File: src/sv/sorted_list_with_stats_defines.svh
// assertion macros shared by the sorted list block
// no dependencies; included by files that carry concurrent checks
`ifndef SORTED_LIST_WITH_STATS_DEFINES_SVH
`define SORTED_LIST_WITH_STATS_DEFINES_SVH
`ifndef SYNTHESIS
// same-cycle implication, disabled while reset is low
`define SLS_ASSERT_IMPL(label, clk, rst_n, ante, cons) \
    label: assert property (@(posedge clk) disable iff (!rst_n) (ante) |-> (cons)) \
        else $error("sorted list check failed");
// next-cycle implication, disabled while reset is low
`define SLS_ASSERT_NEXT(label, clk, rst_n, ante, cons) \
    label: assert property (@(posedge clk) disable iff (!rst_n) (ante) |=> (cons)) \
        else $error("sorted list check failed");
`else
`define SLS_ASSERT_IMPL(label, clk, rst_n, ante, cons)
`define SLS_ASSERT_NEXT(label, clk, rst_n, ante, cons)
`endif
`endif

File: src/sv/sls_pkg.sv
// shared types and constants of the sorted list block
// no dependencies; used by the channel interfaces, sls_div, the top module and the testbench
package sls_pkg;

    localparam int CAPACITY_DEF = 256;
    localparam int VALUE_W      = 32;
    localparam int INDEX_W      = 8;
    localparam int COUNT_W_DEF  = $clog2(CAPACITY_DEF + 1);

    typedef enum logic {
        FUNC_INSERT = 1'b0,
        FUNC_READ   = 1'b1
    } t_func;

    typedef enum logic [1:0] {
        ST_OK    = 2'd0,
        ST_FULL  = 2'd1,
        ST_RANGE = 2'd2
    } t_status;

    typedef enum logic [2:0] {
        S_IDLE,
        S_SCAN,
        S_PLACE,
        S_RD,
        S_DIV,
        S_DONE
    } t_state;

endpackage

File: src/sv/sls_div.sv
// radix-2 restoring divider: signed sum by unsigned count, truncated toward zero
// depends on sls_pkg
module sls_div #(
    parameter int SUM_W = 41,
    parameter int CNT_W = 9
) (
    input  logic                              i_clk,
    input  logic                              i_rst_n,
    input  logic                              i_start,
    input  logic signed [SUM_W-1:0]           i_dividend,
    input  logic        [CNT_W-1:0]           i_divisor,
    output logic                              o_done,
    output logic signed [sls_pkg::VALUE_W-1:0] o_quotient
);
    import sls_pkg::*;

    localparam int STEP_W = $clog2(SUM_W + 1);

    logic              r_busy, n_busy;
    logic              r_done, n_done;
    logic [STEP_W-1:0] r_step, n_step;
    logic [CNT_W-1:0]  r_rem, n_rem;
    logic [SUM_W-1:0]  r_quo, n_quo;
    logic [CNT_W-1:0]  r_div, n_div;
    logic              r_neg, n_neg;

    logic [SUM_W-1:0]  mag;
    logic [CNT_W:0]    sh;
    logic [CNT_W:0]    diff;
    logic              fits;
    logic [SUM_W-1:0]  q_full;

    assign mag  = i_dividend[SUM_W-1] ? (~i_dividend + SUM_W'(1)) : i_dividend;
    assign sh   = {r_rem, r_quo[SUM_W-1]};
    assign fits = sh >= {1'b0, r_div};
    assign diff = sh - {1'b0, r_div};

    always_comb begin
        n_busy = r_busy;
        n_done = 1'b0;
        n_step = r_step;
        n_rem  = r_rem;
        n_quo  = r_quo;
        n_div  = r_div;
        n_neg  = r_neg;
        if (i_start) begin
            n_busy = 1'b1;
            n_step = STEP_W'(SUM_W);
            n_rem  = '0;
            n_quo  = mag;
            n_div  = i_divisor;
            n_neg  = i_dividend[SUM_W-1];
        end else if (r_busy) begin
            // one quotient bit per cycle, msb first
            n_rem  = fits ? diff[CNT_W-1:0] : sh[CNT_W-1:0];
            n_quo  = {r_quo[SUM_W-2:0], fits};
            n_step = r_step - STEP_W'(1);
            if (r_step == STEP_W'(1)) begin
                n_busy = 1'b0;
                n_done = 1'b1;
            end
        end
    end

    always_ff @(posedge i_clk) begin
        if (!i_rst_n) begin
            r_busy <= 1'b0;
            r_done <= 1'b0;
            r_step <= '0;
        end else begin
            r_busy <= n_busy;
            r_done <= n_done;
            r_step <= n_step;
        end
    end

    always_ff @(posedge i_clk) begin
        r_rem <= n_rem;
        r_quo <= n_quo;
        r_div <= n_div;
        r_neg <= n_neg;
    end

    // sign of the quotient follows the dividend
    assign q_full     = r_neg ? (~r_quo + SUM_W'(1)) : r_quo;
    assign o_done     = r_done;
    assign o_quotient = q_full[VALUE_W-1:0];
endmodule

File: config.mk
export PLATFORM = sky130hd
export DESIGN_NAME = sls_div
export DESIGN_NICKNAME = d
export VERILOG_FILES = /design/src/sv/sorted_list_with_stats_defines.svh /design/src/sv/sls_pkg.sv /design/src/sv/sls_div.sv
export SDC_FILE = /design/constraint.sdc
export NUM_CORES = 1
export LEC_CHECK = 0
export ABC_AREA = 1
export BUFFER_PORTS_ARGS = -buffer_cell sky130_fd_sc_hd__buf_2
export CORE_MARGIN = 5
export CORE_UTILIZATION = 27
export DETAILED_ROUTE_END_ITERATION = 8
export SLEW_MARGIN = 10
export SYNTH_ARGS = -nofsm -noshare
export SYNTH_HDL_FRONTEND = slang
export SYNTH_SLANG_ARGS = --single-unit
export TNS_END_PERCENT = 1
File: constraint.sdc
create_clock -name i_clk -period 2.9 [get_ports i_clk]
set_input_delay 0.87 -clock i_clk [delete_from_list [all_inputs] [get_ports i_clk]]
set_output_delay 0.87 -clock i_clk [all_outputs]
set_load 0.01 [all_outputs]
* Yosys cells after proc, flatten, opt, wreduce, memory -nomap -nowiden
Cells that the tools add are included.
Word-level totals: flip-flop bits (word level) 68, output and inout bits 33, bits of input ports 53, word-level logic and storage cells 32
Cells by class: muxes and demuxes 11, $lt $le $gt $ge 1, reduce and logical (&&, ||, !) cells 3, bitwise gates (word level) 4, eq/ne operators 1, $add $sub $neg 4
Operator list (count):
- $mux 41 | 3
- $add 41x2->41 const B | 1
- $not 41->41 | 1
- $add 32x1->32 const B | 1
- $mux 32 | 1
- $not 32->32 | 1
- $mux 6 | 2
- $ge 10x9->1 | 1
- $mux 9 | 1
- $sub 9x9->9 | 1
- $eq 6x1->1 const B | 1
- $sub 6x1->6 const B | 1
- $mux 1 | 4
- $reduce_or 3->1 | 1
- $not 1->1 | 2
- $reduce_bool 2->1 | 1
- $reduce_or 2->1 | 1

* Logic depth before layout (Yosys ltp)
Gate-level depths: netlist of run 1.
depth after elaboration 4, mapped depth 14

* Worst setup path before layout of run 1
No wires, ideal clock.
path type input -> register, start in i_start, end reg r_quo[0], enable pin, library setup time 0.395 ns, stages on the path 4, buffers on the path 2, data arrival time 2.195 ns, required time 2.505 ns, slack 0.309 ns, path through clkbuf_1 nor2_1 clkbuf_1 inv_1
On the way: word-level cells in the longest chain between the ends 1
Ends and longest elaborated chain:
- start: declaration | RTL line sls_div.sv:9 | input logic i_start,
- $reduce_bool 2->1 (no line)
- end signal: assignment | RTL line sls_div.sv:79 | r_quo <= n_quo;
- end: declaration | RTL line sls_div.sv:23 | logic [SUM_W-1:0] r_quo, n_quo;
No other way between the ends. A chain may end at the register's enable or synchronous reset.

* Worst setup path in the final report of run 1
start reg r_quo[1], end out o_quotient[16] (netlist bit)
On the way: word-level cells in the longest chain between the ends 3
Ends and longest elaborated chain:
- $not 32->32 | RTL line sls_div.sv:85 | assign q_full = r_neg ? (~r_quo + SUM_W'(1)) : r_quo;
- $add 32x1->32 | RTL line sls_div.sv:85
- $mux 32 | RTL line sls_div.sv:85
- end: declaration | RTL line sls_div.sv:13 | output logic signed [sls_pkg::VALUE_W-1:0] o_quotient
No other way between the ends.

==> impl_metrics.toml, run 1 <==
[worst_hold_path]
hold_path.class = "register to register"

[floorplan]
io_pins = 86
die_area_mm2 = 0.0232
fp.dieW_um = 152
start_util_pct = 27.2
rows = 52
coreArea_mm2 = 0.0201
die_y_um = 152

[final_layout]
drive_above_1_share_pct = 19.3
layout.nets = 938
num_antenna_cells = 0
syn2layout_area_growth_pct = 21.2

[sta]
final-hold-violation-count = 0
finalCriticalPeriod_ps = 2860
rsz0062_at_grt = "true"
tightest_slew_ps = 752
maxSlewHeadroom_pct = 49.7
max_freq_mhz = 349
setup_viol = 0
timing.final.crit_share_pct = 98.7
fin_tns_setup_ps = 0
hold_ws_ps = 470
clock_skew_ps = 6.23
setup_ws_ps = 36.8
drv_slew = 0

[route]
route.detailed.drc = 0
drt_iter0_markers = 280
post_drt_wl_per_cell_um = 13.4
vias = 5263
antenna_left = 0
viasPerCell = 4.59
drt_pass1_iterations = 5
routed_wirelength_um = 15400

[setup_path]
critPathKind = "register to output port"
cp.required_ps = 2030
crit_family = "simple AND/OR/NAND/NOR gates"
cp_cell_sequence = "inv_2 > ha_4 > nand4_1 > nor2_2 > nand2_2 > nor2_4 > a21oi_1 > xor2_1 > buf_2"
max_stage_delay_ps = 400
crit_slowest_cell = "edfxtp_1"
worst-path-buf-inv = 2
end_kind = "output port"
cp-start-kind = "register"
crit_fanout = 4
arrival_ps = 1990

[clock_network]
htree_num_levels = 3
clk_latency_ps = 330
clk_pin_slew_worst_paths_ps = 50
hold_buffers = 0
cts_tree = "done"
cts_root_buf = "clkbuf_16"
cts.sinks = 68
cts_buffers = 9
clockBufferDepth = 2

[logic_synthesis]
syn_area_mm2 = 0.00547
synth_edf_count = 51
async_flop_share_pct = 0
synthTopCellsByCount = "nand2_1 (224), inv_1 (91), nand3_1 (80)"
synthFlopType = "edfxtp_1"
yosysMostFrequentCell = "nand2_1"
syn_avg_cell_area_um2 = 6.97
synth_largest_area_cell = "edfxtp_1"
synth_warnings = 0
yosysSeqAreaShare_pct = 34.2
syn_inst = 785
syn_nets = 852
synth-seq-cells = 68
synth_cell_types = 44
yosys-top-cells-area = "edfxtp_1 (28%), nand2_1 (15%), nand3_1 (7.3%), inv_1 (6.2%), dfxtp_1 (6.2%)"
synth.top_cell.area_share_pct = 28.0

[placement]
portBuffers = 85
pre_cts_ws_ps = 270
gp_congestion = 0.872
dp_hpwl_um = 12000

[power_and_ir_drop]
power.total_mw = 3.28
p_per_area_mw_per_mm2 = 494
ir_drop_mv = 0.215
leakage_nw = 3.03

[global_route]
grt_pass1_wl_um = 24900
antenna_found_initial = 3
grt_overflow = 0
grt_max_degree = 42
grt_pass1_vias = 5026
grt_usage_pct = 12.9

[outcome]
status = "complete, no violations"

[run]
max-cap-violations = 0
-- worst paths after layout --
path	startpoint	to	slack (ps)	cells past startpoint
worst max register to register	r_quo[40]	r_rem[5]	730	13
worst max-delay path	r_quo[1]	o_quotient[16]	40	9
worst min-delay path	r_rem[7]	r_rem[7]	470	2
worst min register to register	r_rem[7]	r_rem[7]	470	2
-- worst min-delay path: cells and delay by family (launching register included) --
kind,cells,cell delay [ps]
flip-flops,1,320
AND/OR/NAND/NOR,2,100
-- registers in the layout, indices dropped and copies added, names as in the netlist --
| name | count |
|---|---|
| r_busy | 1 |
| r_step | 6 |
| r_div | 9 |
| r_neg | 1 |
| o_done | 1 |
| r_rem | 9 |
| r_quo | 41 |
-- layer usage --
layer	share of wire [%]	track usage [%]	up-vias
li1	-	-	2736
met1	46	16.8	2370
met2	47	21.3	129
met3	5.5	3.21	22
met4	1.5	3.72	6
met5	0.22	0	-
-- repair_timing --
item	4_1_cts	5_1_grt
buffers inserted	3	3
pin swaps	3	2
resized for setup	4	10
setup endpoints to repair	8	21
-- layout by cell type, fill, tap and decap left out, types with 3 or more instances in the layout --
cell type  Yosys  routed
nand2_1      224     224
clkbuf_16      0      11
nor2_1        73      70
o21ai_0       44      44
nand3_2        8      11
nand4_1       15      15
nand2_2        5       5
dfxtp_1       17      17
or2_1          3       3
nand3b_1       4       4
inv_1         91      89
o211ai_1       6       6
buf_4          2      14
nand3_1       80      77
nor2_4         5       7
a21oi_1       11      11
inv_2          5       7
nor4_1         3       3
xnor2_1       12      12
xor2_1        34      34
nor3_1        13      11
edfxtp_1      51      51
nor2_2        12      13
buf_2          6      85
ha_1          13      12
a31oi_1        4       4
o21ai_1        9       9
-- layout make-up --
| cell class | instances | area (um^2) |
|---|---|---|
| clock buffer | 12 | 279 |
| clock inverter | 4 | 77.6 |
| fill | 2166 | 13500 |
| inverter | 96 | 360 |
| multi-input combinational | 597 | 3180 |
| sequential | 68 | 1870 |
| tap | 270 | 338 |
| timing repair buffer | 99 | 531 |
-- stage by stage --
stage               std cells  area [um^2]  utilization, %
global route             1146         6630            33.0
detailed placement       1124         6180            30.7
floorplan                 785         5470               -
CTS                      1143         6570            32.7
finish                   1146         6630            33.0
global placement         1124         6180            30.7
-- logic make-up after synthesis --
kind of cell | count (synthesis) | share of synthesized area, %
and+or+nand+nor | 450 | 37.1
buffers and inverters | 120 | 8.78
AOI/OAI and AO/OA | 87 | 9.19
DFF | 68 | 34.2
xor gates and xnor gates | 46 | 7.36
adders and majority gates | 14 | 3.34
-- power breakdown --
part	switching, mW	internal, mW	total (mW)
registers	0.0806	1.16	1.24
clock network	0.420	0.861	1.28
logic	0.474	0.279	0.753
total	0.975	2.30	3.28
Power figures use the tool's default switching activity.
==> run 2: changes to the inputs <==
Settings changed: PLACE_DENSITY set to 0.43.
==> run 2 against run 1 <==
  * The run now ends with negative setup slack left
  * Sequential power about the same
  * Design area rose by 1.0%
  * Non-clock buffer count increased by 10
  * Power fell by 1.3%
  * Combinational power is 3.5% higher
  * Critical path type unchanged
  * Critical endpoint is now o_quotient[14]
  * Highest routed layer is now met4
==> impl_metrics.toml, run 2 (synthesis gave the netlist of run 1 again) <==
[floorplan]
rows = 52
io_pins = 86
start_util_pct = 27.2
die_area_mm2 = 0.0232
fp.dieW_um = 152
die_y_um = 152
coreArea_mm2 = 0.0201

[power_and_ir_drop]
p_int_mw = 2.25
power.total_mw = 3.24
p_seq_share_pct = 38.5
leakage_nw = 3.07
p_clk_share_pct = 37.5
p_per_area_mw_per_mm2 = 483
switching_power_mw = 0.985
combinationalPowerShare_pct = 24.1
ir_drop_mv = 0.300
switching_share_pct = 30.5

[setup_path]
cp.required_ps = 2030
critPathKind = "register to output port"
cp_cell_sequence = "inv_2 > ha_4 > nand4_1 > nor2_2 > nand2_2 > buf_4 > o21ai_1 > xnor2_1 > buf_2"
end_kind = "output port"
arrival_ps = 2030
crit_slowest_cell = "edfxtp_1"
crit_fanout = 3
max_stage_delay_ps = 390
crit_family = "simple AND/OR/NAND/NOR gates"
worst-path-buf-inv = 3
cp-start-kind = "register"

[route]
antenna_left = 0
drt_iter0_markers = 244
drt_pass1_iterations = 5
route.detailed.drc = 0
post_drt_wl_per_cell_um = 14.7
viasPerCell = 4.50
routed_wirelength_um = 17000
vias = 5208

[clock_network]
clk_latency_ps = 340
hold_buffers = 0
htree_num_levels = 3
cts_buffers = 9
cts_root_buf = "clkbuf_16"
cts.sinks = 68
clockBufferDepth = 2
cts_tree = "done"
clk_pin_slew_worst_paths_ps = 60

[sta]
setup_ws_ps = -0.653
final-hold-violation-count = 0
maxSlewHeadroom_pct = 66.3
finalCriticalPeriod_ps = 2900
tightest_slew_ps = 500
timing.final.crit_share_pct = 100
max_freq_mhz = 345
drv_slew = 0
clock_skew_ps = 5.97
setup_viol = 1
rsz0062_at_grt = "true"

[outcome]
status = "complete, but fails checks"
violations = "negative setup slack"

[final_layout]
top_register = "r_quo"
fillers = 2195
layout_common_cells = "nand2_1 (221), inv_1 (89), buf_2 (85), nand3_1 (77), nor2_1 (71)"
post-route-util_pct = 33.3
syn2layout_area_growth_pct = 22.5
reg_top3 = "r_quo x41, r_div x9, r_rem x9"
final-instance-count-excl-fill = 1158
drive_above_1_share_pct = 20.4
largest_reg_flops = 41
fin_area_mm2 = 0.00670
layout.nets = 948
layout.cells.most_common = "nand2_1"

[placement]
portBuffers = 85
pre_cts_ws_ps = 272
post_dp_cell_area_mm2 = 0.00623
gp_congestion = 0.838
placed_cells = 1131
dp_hpwl_um = 13500

[global_route]
grt_pass1_vias = 5174
antenna_found_initial = 2
grt_max_degree = 32
grt_usage_pct = 14.6
grt_pass1_wl_um = 27400
grt_overflow = 0

[worst_hold_path]
hold_path.class = "register to register"

[run]
max-cap-violations = 0
## run 2: changes by cell type in the layout (fill, tap and decap cells not counted), moves of 2 or more
| cell | delta |
|---|---|
| clkbuf_16 | -2 |
| clkinv_4 | -2 |
| nand2_2 | +2 |
| nand2_1 | -3 |
| diode_2 | +2 |
| buf_4 | +10 |
| clkbuf_8 | +2 |
## run 2: path summary, 6_finish.rpt
kind                                        to      start  cells past startpoint  slack [ps]
worst max-delay path            o_quotient[14]   r_quo[0]                      9        -0.7
worst min-delay path                  r_rem[4]   r_rem[4]                      2         470
worst max register to register        r_rem[8]  r_quo[40]                     13         730
worst min register to register        r_rem[4]   r_rem[4]                      2         470
## run 2: layer usage
metal	track usage [%]	vias up	share of wire, %
met4	4.07	0	1.2
met5	0	-	0
met1	19.7	2345	48
met3	2.73	13	3.8
met2	24.1	92	47
li1	-	2758	-
## run 2: timing repair
action / CTS / global route
pin swaps: 4 / 8
gates resized for setup: 6 / 13
setup buffers: 0 / 9
setup endpoints to repair: 8 / 20
## run 2: tightest hold or removal path, delay by kind of cell, from the launching register on
kind,cells,cell delay [ps]
flip-flops,1,320
AND/OR/NAND/NOR,2,100
## run 2: power by group through the flow
| stage | Sequential [mW] | Combinational, mW | Clock, mW |
|---|---|---|---|
| 2_1_floorplan | 1.23 | 0.493 | 0 |
| 4_1_cts | 1.24 | 0.769 | 1.25 |
| 3_5_place_dp | 1.26 | 0.761 | 0 |
| 6_report | 1.24 | 0.779 | 1.21 |
| 5_1_grt | 1.26 | 0.886 | 1.29 |
| 3_3_place_gp | 1.26 | 0.766 | 0 |
## run 2: through the flow
step / TNS (ps) / hold WS, ps
2_1_floorplan: 0 / 444
3_3_place_gp: 0 / 465
3_5_place_dp: 0 / 458
4_1_cts: -20.4 / 468
5_1_grt: -1410 / 492
6_report: -0.653 / 466
## run 2: layout make-up
| cell class | instances | area (um^2) | area share [%] |
|---|---|---|---|
| Multi-Input combinational cell | 597 | 3190 | 47.6 |
| Tap cell | 270 | 338 | 5.04 |
| Timing Repair Buffer | 109 | 606 | 9.04 |
| Inverter | 96 | 363 | 5.41 |
| Clock buffer | 12 | 256 | 3.83 |
| Clock inverter | 4 | 71.3 | 1.06 |
| Antenna cell | 2 | 5.00 | 0.0747 |
| Sequential cell | 68 | 1870 | 27.9 |
==> run 3: changes to the inputs <==
Settings changed: RECOVER_POWER set to 100.
==> run 3 against run 2 <==
  * The run still ends with negative setup slack left
  * Hold slack unchanged
  * Non-clock buffer count did not move
  * Sequential share of layout area rose by 0.22 points
  * Register-to-register slack worse by 350 ps
  * Critical path type unchanged
  * Design area is 0.77% lower
  * Sequential power about the same
  * Cell count unchanged
  * Fmax barely moved
  * Count of clock-buffer cells in the layout did not move
  * Highest routed layer unchanged
  * Routed wire length about the same
  * Global-route usage stayed put
==> impl_metrics.toml, run 3 (synthesis gave the netlist of run 1 again) <==
[outcome]
status = "complete, but fails checks"
violations = "negative setup slack"

[sta]
timing.final.crit_share_pct = 100
final-hold-violation-count = 0
setup_ws_ps = -0.687
maxSlewHeadroom_pct = 38.4
hold_ws_ps = 466
max_freq_mhz = 345
fin_tns_setup_ps = -0.687
clock_skew_ps = 5.60
drv_slew = 0
setup_viol = 1
rsz0062_at_grt = "true"
finalCriticalPeriod_ps = 2900
tightest_slew_ps = 924

[power_and_ir_drop]
p_clk_share_pct = 37.5
p_int_mw = 2.25
combinationalPowerShare_pct = 23.9
ir_drop_mv = 0.297
switching_power_mw = 0.984
p_seq_share_pct = 38.6
p_per_area_mw_per_mm2 = 486
power.total_mw = 3.23
leakage_nw = 3.04
switching_share_pct = 30.5

[placement]
gp_congestion = 0.838
portBuffers = 85
dp_hpwl_um = 13500
placed_cells = 1131
post_dp_cell_area_mm2 = 0.00623
pre_cts_ws_ps = 272

[global_route]
grt_overflow = 0
grt_pass1_vias = 5174
grt_pass1_wl_um = 27400
grt_max_degree = 32
antenna_found_initial = 2
grt_usage_pct = 14.6

[final_layout]
layout.cells.most_common = "nand2_1"
layout.nets = 948
final-instance-count-excl-fill = 1158
drive_above_1_share_pct = 19.3
fillers = 2206
layout_common_cells = "nand2_1 (223), inv_1 (90), buf_2 (82), nand3_1 (78), nor2_1 (72)"
largest_reg_flops = 41
top_register = "r_quo"
reg_top3 = "r_quo x41, r_div x9, r_rem x9"
post-route-util_pct = 33.1
syn2layout_area_growth_pct = 21.5
fin_area_mm2 = 0.00665

[clock_network]
clockBufferDepth = 2
cts.sinks = 68
hold_buffers = 0
htree_num_levels = 3
cts_buffers = 9
clk_latency_ps = 340
cts_root_buf = "clkbuf_16"
clk_pin_slew_worst_paths_ps = 60
cts_tree = "done"

[route]
drt_pass1_iterations = 4
vias = 5214
routed_wirelength_um = 17000
post_drt_wl_per_cell_um = 14.7
route.detailed.drc = 0
viasPerCell = 4.50
antenna_left = 0
drt_iter0_markers = 253

[floorplan]
start_util_pct = 27.2
coreArea_mm2 = 0.0201
die_area_mm2 = 0.0232
rows = 52
die_y_um = 152
fp.dieW_um = 152
io_pins = 86

[setup_path]
critPathKind = "register to output port"
crit_slowest_cell = "edfxtp_1"
reg2reg_slack_ps = 380
end_kind = "output port"
arrival_ps = 2030
crit_fanout = 3
max_stage_delay_ps = 390
cp.required_ps = 2030
cp_cell_sequence = "inv_2 > ha_4 > nand4_1 > nor2_2 > nand2_2 > buf_4 > o21ai_1 > xnor2_1 > buf_2"
cp-start-kind = "register"

[worst_hold_path]
hold_path.class = "register to register"

[run]
max-cap-violations = 0
-- run 3: cell types whose count changed in the layout (fill, tap and decap cells not counted), sizes merged --
cell,before,now
clkbuf,12,22
buf,109,99
-- run 3: repair_timing --
item	4_1_cts	5_1_grt
setup endpoints to repair	8	20
gates resized for setup	6	13
setup buffers	0	9
pin swaps	4	8
-- run 3: path summary, 6_finish.rpt --
check,endpoint,cells after the start,start
worst max-delay path,o_quotient[14],9,r_quo[0]
worst max register to register,r_rem[8],13,r_quo[40]
worst min-delay path,r_rem[4],2,r_rem[4]
worst min register to register,r_rem[4],2,r_rem[4]
-- run 3: power by group through the flow --
stage                     Combinational (mW)  Clock (mW)  Sequential, mW
after floorplan                        0.493           0            1.23
final                                  0.772        1.21            1.25
after detailed placement               0.761           0            1.26
after CTS                              0.769        1.25            1.24
after global routing                   0.879        1.29            1.26
after global placement                 0.766           0            1.26
-- run 3: metal layers --
metal  vias to the layer above  share of wire (%)  GRT usage, %
met5                         -                  0             0
met4                         0                1.2          4.07
met3                        13                3.8          2.73
met2                        94                 47          24.1
met1                      2349                 48          19.7
li1                       2758                  -             -
-- run 3: final cells by class --
cell class	instances	area, um^2	share of cell area (%)
multi-input combinational	597	3160	47.6
timing repair buffer	109	582	8.75
sequential	68	1870	28.1
tap	270	338	5.08
clock buffer	12	256	3.86
inverter	96	363	5.46
antenna	2	5.00	0.0753
clock inverter	4	71.3	1.07
-- run 3: critical path, delay by kind of cell (launching register included) --
family,cells,cell delay (ps)
simple gates,3,490
compound gates,1,130
buf+inv,3,410
flops,1,390
xor+xnor,1,120
fa+ha+maj,1,150
